==> src/design/kmm_pkg.sv <==
// kmm_pkg: shared types and constants for the keyword match and mask block
// used by kmm_kw_cell, kmm_win_cell and keyword_match_and_mask
package kmm_pkg;

    localparam int CODE_W  = 21;
    localparam int COUNT_W = 16;

    localparam logic [CODE_W-1:0]  STAR_CODE = 21'd42;
    localparam logic [COUNT_W-1:0] COUNT_MAX = 16'hFFFF;

    typedef logic [CODE_W-1:0] code_t;

    // control of one window cell
    typedef struct packed {
        logic shift;
        logic set_star;
    } win_ctrl_t;

    // control of one keyword cell
    typedef struct packed {
        logic active;
        logic wr;
    } kw_ctrl_t;

endpackage

==> src/design/kmm_win_cell.sv <==
// kmm_win_cell: one stage of the text window shift chain (character and star flag)
// depends on kmm_pkg
module kmm_win_cell
    import kmm_pkg::*;
(
    input  logic      clk,
    input  win_ctrl_t ctrl,
    input  code_t     in_char,
    input  logic      in_star,
    output code_t     out_char,
    output logic      out_star
);

    code_t char_reg;
    logic  star_reg;

    // shift from the younger neighbor, or mark for masking
    always_ff @(posedge clk)
    begin
        if (ctrl.shift)
        begin
            char_reg <= in_char;
            star_reg <= in_star;
        end
        else if (ctrl.set_star)
        begin
            star_reg <= 1'b1;
        end
    end

    assign out_char = char_reg;
    assign out_star = star_reg;

endmodule

==> config.mk <==
export PLATFORM = sky130hd
export DESIGN_NAME = kmm_win_cell
export DESIGN_NICKNAME = d
export VERILOG_FILES = /design/src/design/kmm_pkg.sv /design/src/design/kmm_win_cell.sv
export SDC_FILE = /design/constraint.sdc
export NUM_CORES = 1
export LEC_CHECK = 0
export ABC_AREA = 0
export BUFFER_PORTS_ARGS = -buffer_cell sky130_fd_sc_hd__buf_4
export CAP_MARGIN = 15
export CORE_UTILIZATION = 34
export CTS_CLUSTER_DIAMETER = 150
export DETAILED_ROUTE_END_ITERATION = 6
export GPL_ROUTABILITY_DRIVEN = 0
export MAX_ROUTING_LAYER = met4
export PLACE_DENSITY = 0.71
export SYNTH_ARGS = -nofsm -noshare
export SYNTH_HDL_FRONTEND = slang
export SYNTH_SLANG_ARGS = --single-unit
==> constraint.sdc <==
create_clock -name clk -period 0.8 [get_ports clk]
set_input_delay 0.16 -clock clk [delete_from_list [all_inputs] [get_ports clk]]
set_output_delay 0.16 -clock clk [all_outputs]
set_load 0.005 [all_outputs]
==> flow_metrics.tcl <==
set metrics [dict create \
    starting_density 0.378 \
    vert_die_dim_um 46.5 \
    final.setup.worst_slack_ns -0.216 \
    synth_mux_area_frac 0 \
    die-width_um 46.5 \
    clk_root_buffer_cell "clkbuf_4" \
    cp.arrival_ns 0.86 \
    number_of_nets_at_the_end_of_the_flow 114 \
    grt_pass1_vias 363 \
    postLayoutCellArea_um2 1280 \
    post_route_cells_drive_above_1_share 0.580 \
    setup_viol 22 \
    crit_path_max_incr_delay_ns 0.43 \
    violations "negative setup slack" \
    viasPerCell 4.29 \
    yosys_register_bits 22 \
    detailedRoute.firstIterationViolations 3 \
    worst_setup_path_start_kind "register" \
    place_area_um2 1070 \
    synth.lib_cells_used.distinct 3 \
    fmax_mhz 985 \
    numCtsBuffers 3 \
    routed_wirelength_mm 1.43 \
    min_period_over_period 1.27 \
    synth_sequential_area_ratio 0.981 \
    cts.reportedPaths.clkPinSlew_ns 0.11 \
    finalCriticalPeriod_ns 1.02 \
    path_buf_inv 1 \
    wl_per_cell_um 12.6 \
    cp_cell_sequence "buf_6" \
    critPathCaptureType "output port" \
    cts_tree "done" \
    finalHoldViolations 0 \
    maxSlewViolCount 0 \
    post_layout_nonfiller_instances 113 \
    pre_cts_ws_ns 0.0436 \
    max_cap_viol_count 0 \
    cts_max_path_buffers 2 \
    drc 0 \
    layout_common_cells "buf_4 (39), edfxtp_1 (22), dlygate4sd3_1 (13), buf_6 (7), clkbuf_4 (3)" \
    total_leakage_power_nw 0.541 \
    layout.cells.most_common "buf_4" \
    worst_hold_path_type "in -> reg" \
    die_area_um2 2160 \
    drt_first_pass_iters 2 \
    yosysWarningCount 0 \
    main_combinational_cell_family_by_area_after_synthesis "simple AND/OR/NAND/NOR gates" \
    global_route_wire_length_before_repair_mm 1.60 \
    rsz0062_at_grt "true" \
    holdWs_ns 0.0326 \
    yosys.area_share.xor_xnor 0 \
    cts_num_sinks 22 \
    top_level_ports 47 \
    synthSimpleGateAreaFrac 0.0186 \
    netlist_area_um2 673 \
    syn-mean-instance-area_um2 28.0 \
    timing.setup.critical_path_class "reg -> out" \
    dp_cells 96 \
    totalNegativeSetupSlack_ns -3.88 \
    ant_nets 0 \
    synth-compound-area-share 0 \
    slew-limit-headroom 0.923 \
    largest_net_degree_at_the_start_of_global_routing 23 \
    vdd.ir_drop.worst_uv 1360 \
    synth_cells 24 \
    power_density_nw_per_um2 1990 \
    post-cts-setup-buffer-count 0 \
    core_um2 1780 \
    initial_antenna_violation_count 0 \
    global_route_usage_sum 0.126 \
    synth.net_count 49 \
    path_max_fanout 1 \
    core_util_final 0.717 \
    total_power_mw 2.54 \
    category_of_cells_accounting_for_the_largest_share_of_critical_path_delay "flip-flops" \
    slowest_cell_on_crit_path "edfxtp_1" \
    worst-endpoint-required_ns 0.64 \
    port-buffer-count 46 \
    run_status "finished with violations" \
    gr-total-overflow 0 \
    antenna_cells_inserted 0 \
    placementRows 15 \
    h-tree-depth 1 \
    num_vias 485 \
    adder_cell_fraction_of_synth_area 0 \
    area_growth_syn_to_layout_pct 90.0 \
    max_slew.worst_pin.slew_ns 0.115 \
]
## where the power goes
group | internal, mW | leakage, nW | switching [mW]
combinational | 0.242 | 0.297 | 0.0949
sequential | 1.37 | 0.215 | 0.0282
clock | 0.506 | 0.0279 | 0.303
## layout make-up
class,count,area (µm²)
Timing Repair Buffer,60,522
Sequential cell,22,661
Multi-Input combinational cell,2,12.5
Clock inverter,1,30.0
Tap cell,25,31.3
Fill cell,119,504
Clock buffer,3,22.5
## per-layer routing
layer / up-vias / global-route usage / wire length, µm
met3: 2 / 0.0902 / 170
met1: 222 / 0.115 / 472
met4: 0 / 0.0706 / 30
met2: 39 / 0.189 / 753
li1: 222 / - / -
met5: - / - / 0
## synthesized netlist by cell type
master	number	area, µm²
edfxtp_1	22	661
nand2b_1	1	6.26
or2_1	1	6.26
## registers in the layout, indices dropped and copies added, names as in the netlist
| signal | cells |
|---|---|
| out_star | 1 |
| out_char | 21 |
## cells by family after synthesis
| group | count (synthesis) |
|---|---|
| DFF | 22 |
| and+or+nand+nor | 2 |
## final timing paths
kind / startpoint / to / slack, ns / cells past startpoint
worst max-delay path: out_char[10] / out_char[10] / -0.22 / 1
worst min-delay path: in_char[12] / out_char[12] / 0.03 / 1
## timing repair
action / 4_1_cts / 5_1_grt
endpoints found under the setup margin: 22 / 22
hold buffers: 0 / 13
pin swaps: 0 / 0
gates resized for setup: 1 / 6
endpoints found under the hold margin: 0 / 13
Note: power is estimated with default switching activity, not from simulation.
