`config.mk`:
```
export PLATFORM = sky130hd
export DESIGN_NAME = kmm_kw_cell
export DESIGN_NICKNAME = d
export VERILOG_FILES = /design/src/design/kmm_pkg.sv /design/src/design/kmm_kw_cell.sv
export SDC_FILE = /design/constraint.sdc
export NUM_CORES = 1
export LEC_CHECK = 0
export BUFFER_PORTS_ARGS = -buffer_cell sky130_fd_sc_hd__buf_2
export CORE_MARGIN = 4
export CORE_UTILIZATION = 54
export CTS_BUF_LIST = sky130_fd_sc_hd__clkbuf_8 sky130_fd_sc_hd__clkbuf_16
export DETAILED_ROUTE_END_ITERATION = 6
export HOLD_SLACK_MARGIN = 0.05
export PLACE_DENSITY = 0.84
export RECOVER_POWER = 50
export SLEW_MARGIN = 10
export SYNTH_ARGS = -nofsm -noshare
export SYNTH_HDL_FRONTEND = slang
export SYNTH_SLANG_ARGS = --single-unit
export TNS_END_PERCENT = 100
```
`constraint.sdc`:
```
create_clock -name clk -period 3.2 [get_ports clk]
set_input_delay 0.48 -clock clk [delete_from_list [all_inputs] [get_ports clk]]
set_output_delay 0.48 -clock clk [all_outputs]
set_load 0.05 [all_outputs]
```
`src/design/kmm_pkg.sv`:
```
// kmm_pkg: shared types and constants for the keyword match and mask block
// used by kmm_kw_cell, kmm_win_cell and keyword_match_and_mask
package kmm_pkg;

    localparam int CODE_W  = 21;
    localparam int COUNT_W = 16;

    localparam logic [CODE_W-1:0]  STAR_CODE = 21'd42;
    localparam logic [COUNT_W-1:0] COUNT_MAX = 16'hFFFF;

    typedef logic [CODE_W-1:0] code_t;

    // control of one window cell
    typedef struct packed {
        logic shift;
        logic set_star;
    } win_ctrl_t;

    // control of one keyword cell
    typedef struct packed {
        logic active;
        logic wr;
    } kw_ctrl_t;

endpackage

```
`src/design/kmm_kw_cell.sv`:
```
// kmm_kw_cell: one stored keyword, held newest character first, compared with the window
// depends on kmm_pkg
module kmm_kw_cell
    import kmm_pkg::*;
#(
    parameter int MAX_LEN = 8,
    parameter int LW      = $clog2(MAX_LEN + 1)
)
(
    input  logic                           clk,
    input  kw_ctrl_t                       ctrl,
    input  logic [MAX_LEN-1:0][CODE_W-1:0] wr_chars,
    input  logic [LW-1:0]                  wr_len,
    input  logic [MAX_LEN-1:0][CODE_W-1:0] hist,
    output logic [MAX_LEN-1:0]             hit_len,
    output logic                           dup
);

    logic [MAX_LEN-1:0][CODE_W-1:0] chars_reg;
    logic [LW-1:0]                  len_reg;
    logic                           hit_all;
    logic                           dup_all;

    // keyword storage
    always_ff @(posedge clk)
    begin
        if (ctrl.wr)
        begin
            chars_reg <= wr_chars;
            len_reg   <= wr_len;
        end
    end

    // compare within the stored length against window and load buffer
    always_comb
    begin
        hit_all = ctrl.active;
        dup_all = ctrl.active && (len_reg == wr_len);
        for (int m = 0; m < MAX_LEN; m++)
        begin
            if (LW'(m) < len_reg)
            begin
                if (chars_reg[m] != hist[m])
                    hit_all = 1'b0;
                if (chars_reg[m] != wr_chars[m])
                    dup_all = 1'b0;
            end
        end
        for (int l = 0; l < MAX_LEN; l++)
            hit_len[l] = hit_all && (len_reg == LW'(l + 1));
    end

    assign dup = dup_all;

endmodule

```
==> results of run 1 <==
[report_power, final]
| part | internal (mW) | switching (mW) |
|---|---|---|
| Clock | 1.15 | 0.886 |
| Sequential | 2.69 | 0.161 |
| Combinational | 0.435 | 0.450 |
[final timing paths]
path / slack, ns / from / end / cells past startpoint
worst max-delay path: -0.11 / chars_reg[56] / hit_len[2] / 8
worst min-delay path: 0.26 / wr_chars[98] / chars_reg[98] / 1
[routing by layer]
metal | vias to the layer above | part of all wire, %
met5 | - | 0
met4 | 0 | 2.5
met3 | 46 | 7.6
met2 | 295 | 52
met1 | 3268 | 38
li1 | 3227 | -
[logic make-up (layout without fill, tap and decap cells)]
group / after synthesis / after routing / share of synthesized area (%)
compound gates: 17 / 17 / 1.66
xor+xnor: 340 / 340 / 32.7
buf+inv: 3 / 402 / 0.123
flops: 172 / 172 / 56.5
other cells: 0 / 1 / 0
simple gates: 135 / 135 / 9.03
[final cells by class]
| class | instances | area, um2 |
|---|---|---|
| flip-flops and latches | 172 | 5160 |
| clock inverters | 15 | 150 |
| well taps | 220 | 275 |
| repair buffers | 369 | 1750 |
| inverters | 1 | 3.75 |
| clock buffers | 17 | 425 |
| multi-input cells | 492 | 4240 |
| diodes | 1 | 2.50 |
| fillers | 1246 | 4560 |
[stage by stage]
stage	worst slack (ns)	power, mW	util (%)	hold WS (ns)	instance area (um2)
after floorplan	-0.429	3.30	-	0.579	9150
after global placement	-0.0997	3.72	68.1	0.681	11300
after detailed placement	-0.144	3.75	68.1	0.684	11300
after CTS	-0.110	5.81	73.0	0.233	12100
after global routing	-0.235	6.00	72.5	0.237	12000
final	-0.107	5.77	72.5	0.263	12000
[what timing repair did]
action | CTS | global route
resized for setup | 37 | 14
setup endpoints to repair | 9 | 9
setup buffers | 4 | 4
pin swaps | 10 | 16
[cell usage in the layout, fill, tap and decap left out, types with 4 or more instances in the layout]
cell type,n
xor2_1,237
nand3_1,8
nor4_1,28
nor4_2,29
buf_4,22
clkbuf_1,170
clkbuf_16,17
xnor2_1,101
nand2_1,5
edfxtp_1,172
clkinvlp_4,4
nor3_1,17
nand4_1,34
buf_2,171
==> flow_metrics.env, run 1 <==
export IMPL_coreArea_um2=16600
export IMPL_synth_seq_area_share_pct=56.5
export IMPL_hold_viol_final=0
export IMPL_first_pass_iters=5
export IMPL_crit_type="reg2out"
export IMPL_grt_pass1_vias=7416
export IMPL_initial_core_util_pct=55.2
export IMPL_power_leakage_nw=4.40
export IMPL_grt_usage_pct=25.7
export IMPL_slowest_delay_ns=0.43
export IMPL_num_vias=6836
export IMPL_critPathArrivalTime_ns=2.83
export IMPL_outcome="finished, violations left"
export IMPL_cts_sinks=172
export IMPL_syn_nets=1010
export IMPL_fin_crit_ns=3.31
export IMPL_startpoint_type="flop"
export IMPL_dieArea_um2=19100
export IMPL_powerDensity_nw_per_um2=480
export IMPL_slowest_stage="edfxtp_1"
export IMPL_yosys_register_bits=172
export IMPL_postCtsHoldBufs=0
export IMPL_worst_pin_slew_ns=0.631
export IMPL_largest_reg_flops=168
export IMPL_synth_edff_count=172
export IMPL_met3_usage_pct=6.98
export IMPL_clkTransAtPathRegs_ns=0.07
export IMPL_grt_max_degree=67
export IMPL_rsz0062_at_grt="true"
export IMPL_clock_path_buffers=2
export IMPL_fin_cells=1287
export IMPL_path_buf_inv=2
export IMPL_grt_busiest_layer="met2"
export IMPL_crit_chain="xor2_1, nor4_2, nand4_1, o41ai_4, o2111ai_4, buf_6, nor3_1, buf_4"
export IMPL_setup_viol=7
export IMPL_drive_above_1_share_pct=25.5
export IMPL_syn_area_per_cell_um2=13.7
export IMPL_drc=0
export IMPL_hp_class="in2reg"
export IMPL_grtUsageMet2_pct=45.3
export IMPL_finalWorstSetupSlack_ns=-0.107
export IMPL_synth_cell_type_count=29
export IMPL_violations="setup timing"
export IMPL_num_rows=47
export IMPL_fin_nets=1396
export IMPL_netlist_instances=667
export IMPL_maxCapViolCount=0
export IMPL_ys_flop_type="edfxtp_1"
export IMPL_vdd_drop_max_mv=0.359
export IMPL_grt_pass1_wl_mm=38.6
export IMPL_final_max_slew_violation_count=0
export IMPL_end_kind="output port"
export IMPL_yosys_warnings=0
export IMPL_area_growth_pct=31.4
export IMPL_synth_most_common_cell="xor2_1"
export IMPL_max_freq_mhz=302
export IMPL_netlist_area_leader_share_pct=56.5
export IMPL_ys_async_sr_fraction_pct=0
export IMPL_fin_setup_tns_ns=-0.415
export IMPL_cpLargestDelayFamily="simple AND/OR/NAND/NOR gates"
export IMPL_die_h_um=138
export IMPL_wl_mm=25.4
export IMPL_place_congestion=0.949
export IMPL_dp_cells=1246
export IMPL_grt_use_met1_pct=30.5
export IMPL_cts_root_buf="clkbuf_16"
export IMPL_drt_iter0_markers=326
export IMPL_finalCritPeriodShare_pct=103
export IMPL_htree_levels=4
export IMPL_detail_route_antenna_nets=0
export IMPL_crit_fanout=7
export IMPL_tritoncts="yes"
export IMPL_place_detailed_hpwl_mm=20.5
export IMPL_cp_required_ns=2.72
export IMPL_avgViaCountPerCell=5.31
export IMPL_syn_area_um2=9150
export IMPL_synthTopCellsByCount="xor2_1 (237), edfxtp_1 (172), xnor2_1 (101), nor4_1 (56), nand4_1 (34)"
export IMPL_yosysTopAreaCell="edfxtp_1"
export IMPL_antenna_found_initial=1
export IMPL_relSlewSlack_pct=57.9
export IMPL_ios=352
export IMPL_gr_total_overflow=0
export IMPL_cts_buffers=17
export IMPL_die_width_um=138
export IMPL_port_buffers=351
export IMPL_wl_per_cell_um=19.7
export IMPL_ys_top_cells_by_area="edfxtp_1 (56%), xor2_1 (23%), xnor2_1 (9.7%), nor4_1 (3.8%), nand4_1 (2.3%)"
Note: power is estimated with default switching activity, not from simulation.
==> run 2, diff against run 1 <==
- SLEW_MARGIN: 10 -> unset
- clock period: 3.2 -> 4.2 ns (I/O delays scaled with it)
==> flow_metrics.env, run 2 (synthesis gave the netlist of run 1 again) <==
export IMPL_outcome="finished, violations left"
export IMPL_violations="capacitance limit, slew limit"
export IMPL_setup_viol=0
export IMPL_max_freq_mhz=253
export IMPL_die_width_um=138
export IMPL_fin_crit_ns=3.95
export IMPL_postCtsHoldBufs=0
export IMPL_clkTransAtPathRegs_ns=0.06
export IMPL_fin_cells=1275
export IMPL_postCtsResizedCells=0
export IMPL_place_congestion=0.947
export IMPL_cts_buffers=17
export IMPL_cts_sinks=172
export IMPL_clock_path_buffers=2
export IMPL_hp_class="in2reg"
export IMPL_crit_start="chars_reg[3]"
export IMPL_port_buffers=351
export IMPL_num_rows=47
export IMPL_worst_pin_slew_ns=2.58
export IMPL_drt_iter0_markers=281
export IMPL_area_growth_pct=26.4
export IMPL_wl_mm=24.9
export IMPL_grt_max_degree=98
export IMPL_maxCapViolCount=1
export IMPL_fin_nets=1383
export IMPL_htree_levels=4
export IMPL_first_pass_iters=4
export IMPL_largest_reg_flops=168
export IMPL_final_cell_mix="xor2_1 (237), buf_2 (180), edfxtp_1 (172), clkbuf_1 (170), xnor2_1 (101)"
export IMPL_tritoncts="yes"
export IMPL_die_h_um=138
export IMPL_num_vias=6682
export IMPL_grt_usage_pct=25.6
export IMPL_startpoint_type="flop"
export IMPL_total_power_mw=4.28
export IMPL_finalCritPeriodShare_pct=94.1
export IMPL_antenna_found_initial=2
export IMPL_relSlewSlack_pct=-71.7
export IMPL_place_detailed_hpwl_mm=20.5
export IMPL_end_kind="output port"
export IMPL_ios=352
export IMPL_avgViaCountPerCell=5.24
export IMPL_p_seq_share_pct=50.8
export IMPL_cp_required_ns=3.57
export IMPL_p_sw_share_pct=25.7
export IMPL_vdd_drop_max_mv=0.271
export IMPL_initial_core_util_pct=55.2
export IMPL_fin_setup_tns_ns=0
export IMPL_cts_root_buf="clkbuf_16"
export IMPL_power_leakage_nw=4.26
export IMPL_dp_cells=1241
export IMPL_p_clk_share_pct=34.7
export IMPL_grt_pass1_wl_mm=38.3
export IMPL_grt_pass1_vias=7422
export IMPL_crit_fanout=8
export IMPL_min_delay_start="wr_chars[83]"
export IMPL_share_comb_of_total_power_pct=14.5
export IMPL_gr_total_overflow=0
export IMPL_dieArea_um2=19100
export IMPL_drive_above_1_share_pct=21.4
export IMPL_final_common_cell="xor2_1"
export IMPL_coreArea_um2=16600
export IMPL_final_max_slew_violation_count=97
export IMPL_power_switching_mw=1.10
export IMPL_critPathArrivalTime_ns=3.32
export IMPL_postCtsSetupRepairBufs=0
export IMPL_hold_viol_final=0
export IMPL_p_int_mw=3.18
export IMPL_powerDensity_nw_per_um2=370
export IMPL_crit_type="reg2out"
export IMPL_rsz0062_at_grt="false"
export IMPL_drc=0
export IMPL_detail_route_antenna_nets=0
export IMPL_wl_per_cell_um=19.6
run 2: changes by cell type in the layout (fill, tap and decap cells not counted), sizes merged:
cell and delta:
clkinv +1, buf -14, inv +1, bufinv -1
diode +1, clkbuf +1, clkinvlp -1
run 2: per-layer routing:
metal | global-route usage [%] | share of wire (%)
met1 | 29.6 | 38
met4 | 11.6 | 3.8
met5 | 0 | 0
met2 | 44.7 | 51
met3 | 6.56 | 7.5
run 2: layout make-up:
| cell class | instances | area [um2] |
|---|---|---|
| timing repair buffer | 356 | 1590 |
| clock buffer | 17 | 425 |
| clock inverter | 15 | 125 |
| multi-input combinational | 492 | 3970 |
| fill | 1312 | 5020 |
| sequential | 172 | 5160 |
| tap | 220 | 275 |
| inverter | 1 | 3.75 |
| antenna | 2 | 5.00 |
run 2: worst max-delay path, cell delays in order, from the launching register on:
cell and delay (ns):
edfxtp_1 0.46, xor2_1 0.17, nor4_1 0.42, nand4_1 0.29
o21ai_0 0.43, o2111ai_2 0.39, nor4_1 0.40, buf_2 0.32
run 2: through the flow:
step / utilization, % / hold slack [ns] / setup WS (ns) / cell area, um2
floorplan: - / 0.729 / 0.220 / 9150
global placement: 67.7 / 0.831 / 0.501 / 11200
detailed placement: 67.7 / 0.833 / 0.451 / 11200
CTS: 71.0 / 0.385 / 0.248 / 11800
global route: 69.7 / 0.384 / 0.123 / 11600
finish: 69.7 / 0.406 / 0.247 / 11600
run 2: final timing paths:
check	endpoint	slack, ns	cells past startpoint
worst max-delay path	hit_len[4]	0.25	7
worst min-delay path	chars_reg[83]	0.41	1
run 2: power groups by stage:
stage | Clock [mW] | Sequential [mW] | Combinational (mW)
final | 1.48 | 2.18 | 0.620
after global routing | 1.59 | 2.19 | 0.681
after CTS | 1.51 | 2.17 | 0.649
after detailed placement | 0 | 2.21 | 0.644
after global placement | 0 | 2.20 | 0.628
after floorplan | 0 | 2.18 | 0.332
==> run 3, diff against run 2 <==
--- a/constraint.sdc
+++ b/constraint.sdc
@@ -3,2 +3,2 @@
 set_output_delay 0.63 -clock clk [all_outputs]
-set_load 0.05 [all_outputs]
+set_load 0.1 [all_outputs]
==> flow_metrics.env, run 3 (synthesis gave the netlist of run 1 again) <==
export IMPL_hp_class="in2reg"
export IMPL_hold_viol_final=0
export IMPL_num_rows=47
export IMPL_dieArea_um2=19100
export IMPL_max_freq_mhz=255
export IMPL_final_max_slew_violation_count=90
export IMPL_end_kind="output port"
export IMPL_grt_pass1_wl_mm=38.3
export IMPL_postCtsSetupRepairBufs=0
export IMPL_final_core_util_pct=70.8
export IMPL_gr_total_overflow=0
export IMPL_power_leakage_nw=4.32
export IMPL_avgViaCountPerCell=5.29
export IMPL_place_detailed_hpwl_mm=20.1
export IMPL_vdd_drop_max_mv=0.283
export IMPL_postCtsResizedCells=0
export IMPL_relSlewSlack_pct=-55.9
export IMPL_place_congestion=0.964
export IMPL_fin_setup_tns_ns=0
export IMPL_num_vias=6754
export IMPL_cts_buffers=17
export IMPL_critPathArrivalTime_ns=3.29
export IMPL_dp_cells=1241
export IMPL_finalCritPeriodShare_pct=93.3
export IMPL_powerDensity_nw_per_um2=386
export IMPL_setup_viol=0
export IMPL_die_width_um=138
export IMPL_outcome="finished, violations left"
export IMPL_cts_root_buf="clkbuf_16"
export IMPL_drive_above_1_share_pct=21.5
export IMPL_crit_fanout=8
export IMPL_crit_start="chars_reg[13]"
export IMPL_clock_path_buffers=2
export IMPL_wl_per_cell_um=19.3
export IMPL_antenna_found_initial=1
export IMPL_crit_type="reg2out"
export IMPL_postCtsHoldBufs=0
export IMPL_hold_worst_slack_ns=0.413
export IMPL_rsz0062_at_grt="false"
export IMPL_clkTransAtPathRegs_ns=0.06
export IMPL_place_ws_ns=0.429
export IMPL_cp_required_ns=3.57
export IMPL_detail_route_antenna_nets=0
export IMPL_grt_pass1_vias=7434
export IMPL_initial_core_util_pct=55.2
export IMPL_cts_sinks=172
export IMPL_largest_reg_flops=168
export IMPL_maxCapViolCount=1
export IMPL_final_cell_mix="xor2_1 (237), buf_2 (174), edfxtp_1 (172), clkbuf_1 (171), xnor2_1 (101)"
export IMPL_area_growth_pct=28.3
export IMPL_fin_crit_ns=3.92
export IMPL_finalWorstSetupSlack_ns=0.283
export IMPL_tritoncts="yes"
export IMPL_cpLargestDelayFamily="simple AND/OR/NAND/NOR gates"
export IMPL_grt_usage_pct=25.5
export IMPL_first_pass_iters=5
export IMPL_path_buf_inv=1
export IMPL_fin_nets=1383
export IMPL_final_cell_area_um2=11700
export IMPL_ios=352
export IMPL_wl_mm=24.6
export IMPL_final_common_cell="xor2_1"
export IMPL_fin_cells=1276
export IMPL_slowest_stage="buf_2"
export IMPL_slowest_delay_ns=0.50
export IMPL_crit_chain="xor2_1, nor4_1, nand4_1, nor4_1, o221ai_2, nor3_1, buf_2"
export IMPL_htree_levels=4
export IMPL_port_buffers=351
export IMPL_startpoint_type="flop"
export IMPL_grt_max_degree=91
export IMPL_cp_common_cell="nor4_1"
export IMPL_violations="capacitance limit, slew limit"
export IMPL_total_power_mw=4.53
export IMPL_die_h_um=138
export IMPL_drc=0
export IMPL_coreArea_um2=16600
export IMPL_worst_pin_slew_ns=2.34
export IMPL_drt_iter0_markers=316
export IMPL_setup_worst_path_end="hit_len[1]"
export IMPL_placed_cell_area_um2=11300
export IMPL_crit_cells=7
-- run 3: cell count changes in the layout (fill, tap and decap cells not counted) --
cell,delta
buf_2,-6
a2111oi_1,-1
clkinv_4,-2
inv_1,-1
buf_12,+5
a2111oi_2,+1
clkinv_2,+1
diode_2,+1
clkbuf_1,+1
clkinvlp_4,-3
bufinv_16,+4
inv_8,+1
-- run 3: metal layers --
layer  vias to the layer above  track usage [%]  part of all wire [%]
li1                       3204                -                     -
met1                      3181             30.5                    38
met2                       307             43.2                    50
met3                        62             6.63                   7.5
met4                         0             11.8                   3.9
met5                         -                0                     0
-- run 3: power by group --
part	internal (mW)	switching, mW	total, mW
sequential	2.05	0.125	2.18
clock	1.06	0.671	1.73
combinational	0.314	0.306	0.620
-- run 3: worst min path at each step --
stage / from / end / slack (ns) / depth (start not counted)
final: wr_chars[126] / chars_reg[126] / 0.41 / 1
after global routing: wr_chars[126] / chars_reg[126] / 0.39 / 1
after CTS: wr_chars[78] / chars_reg[78] / 0.39 / 1
after detailed placement: wr_chars[126] / chars_reg[126] / 0.83 / 1
after global placement: wr_chars[2] / chars_reg[2] / 0.83 / 1
after floorplan: wr_chars[0] / chars_reg[0] / 0.73 / 0
-- run 3: area by class of cell --
| class | instances | area (um2) |
|---|---|---|
| clock buffer | 17 | 425 |
| multi-input combinational | 492 | 3980 |
| fill | 1265 | 4850 |
| sequential | 172 | 5160 |
| clock inverter | 15 | 218 |
| inverter | 1 | 3.75 |
| timing repair buffer | 356 | 1670 |
| antenna | 3 | 7.51 |
| tap | 220 | 275 |
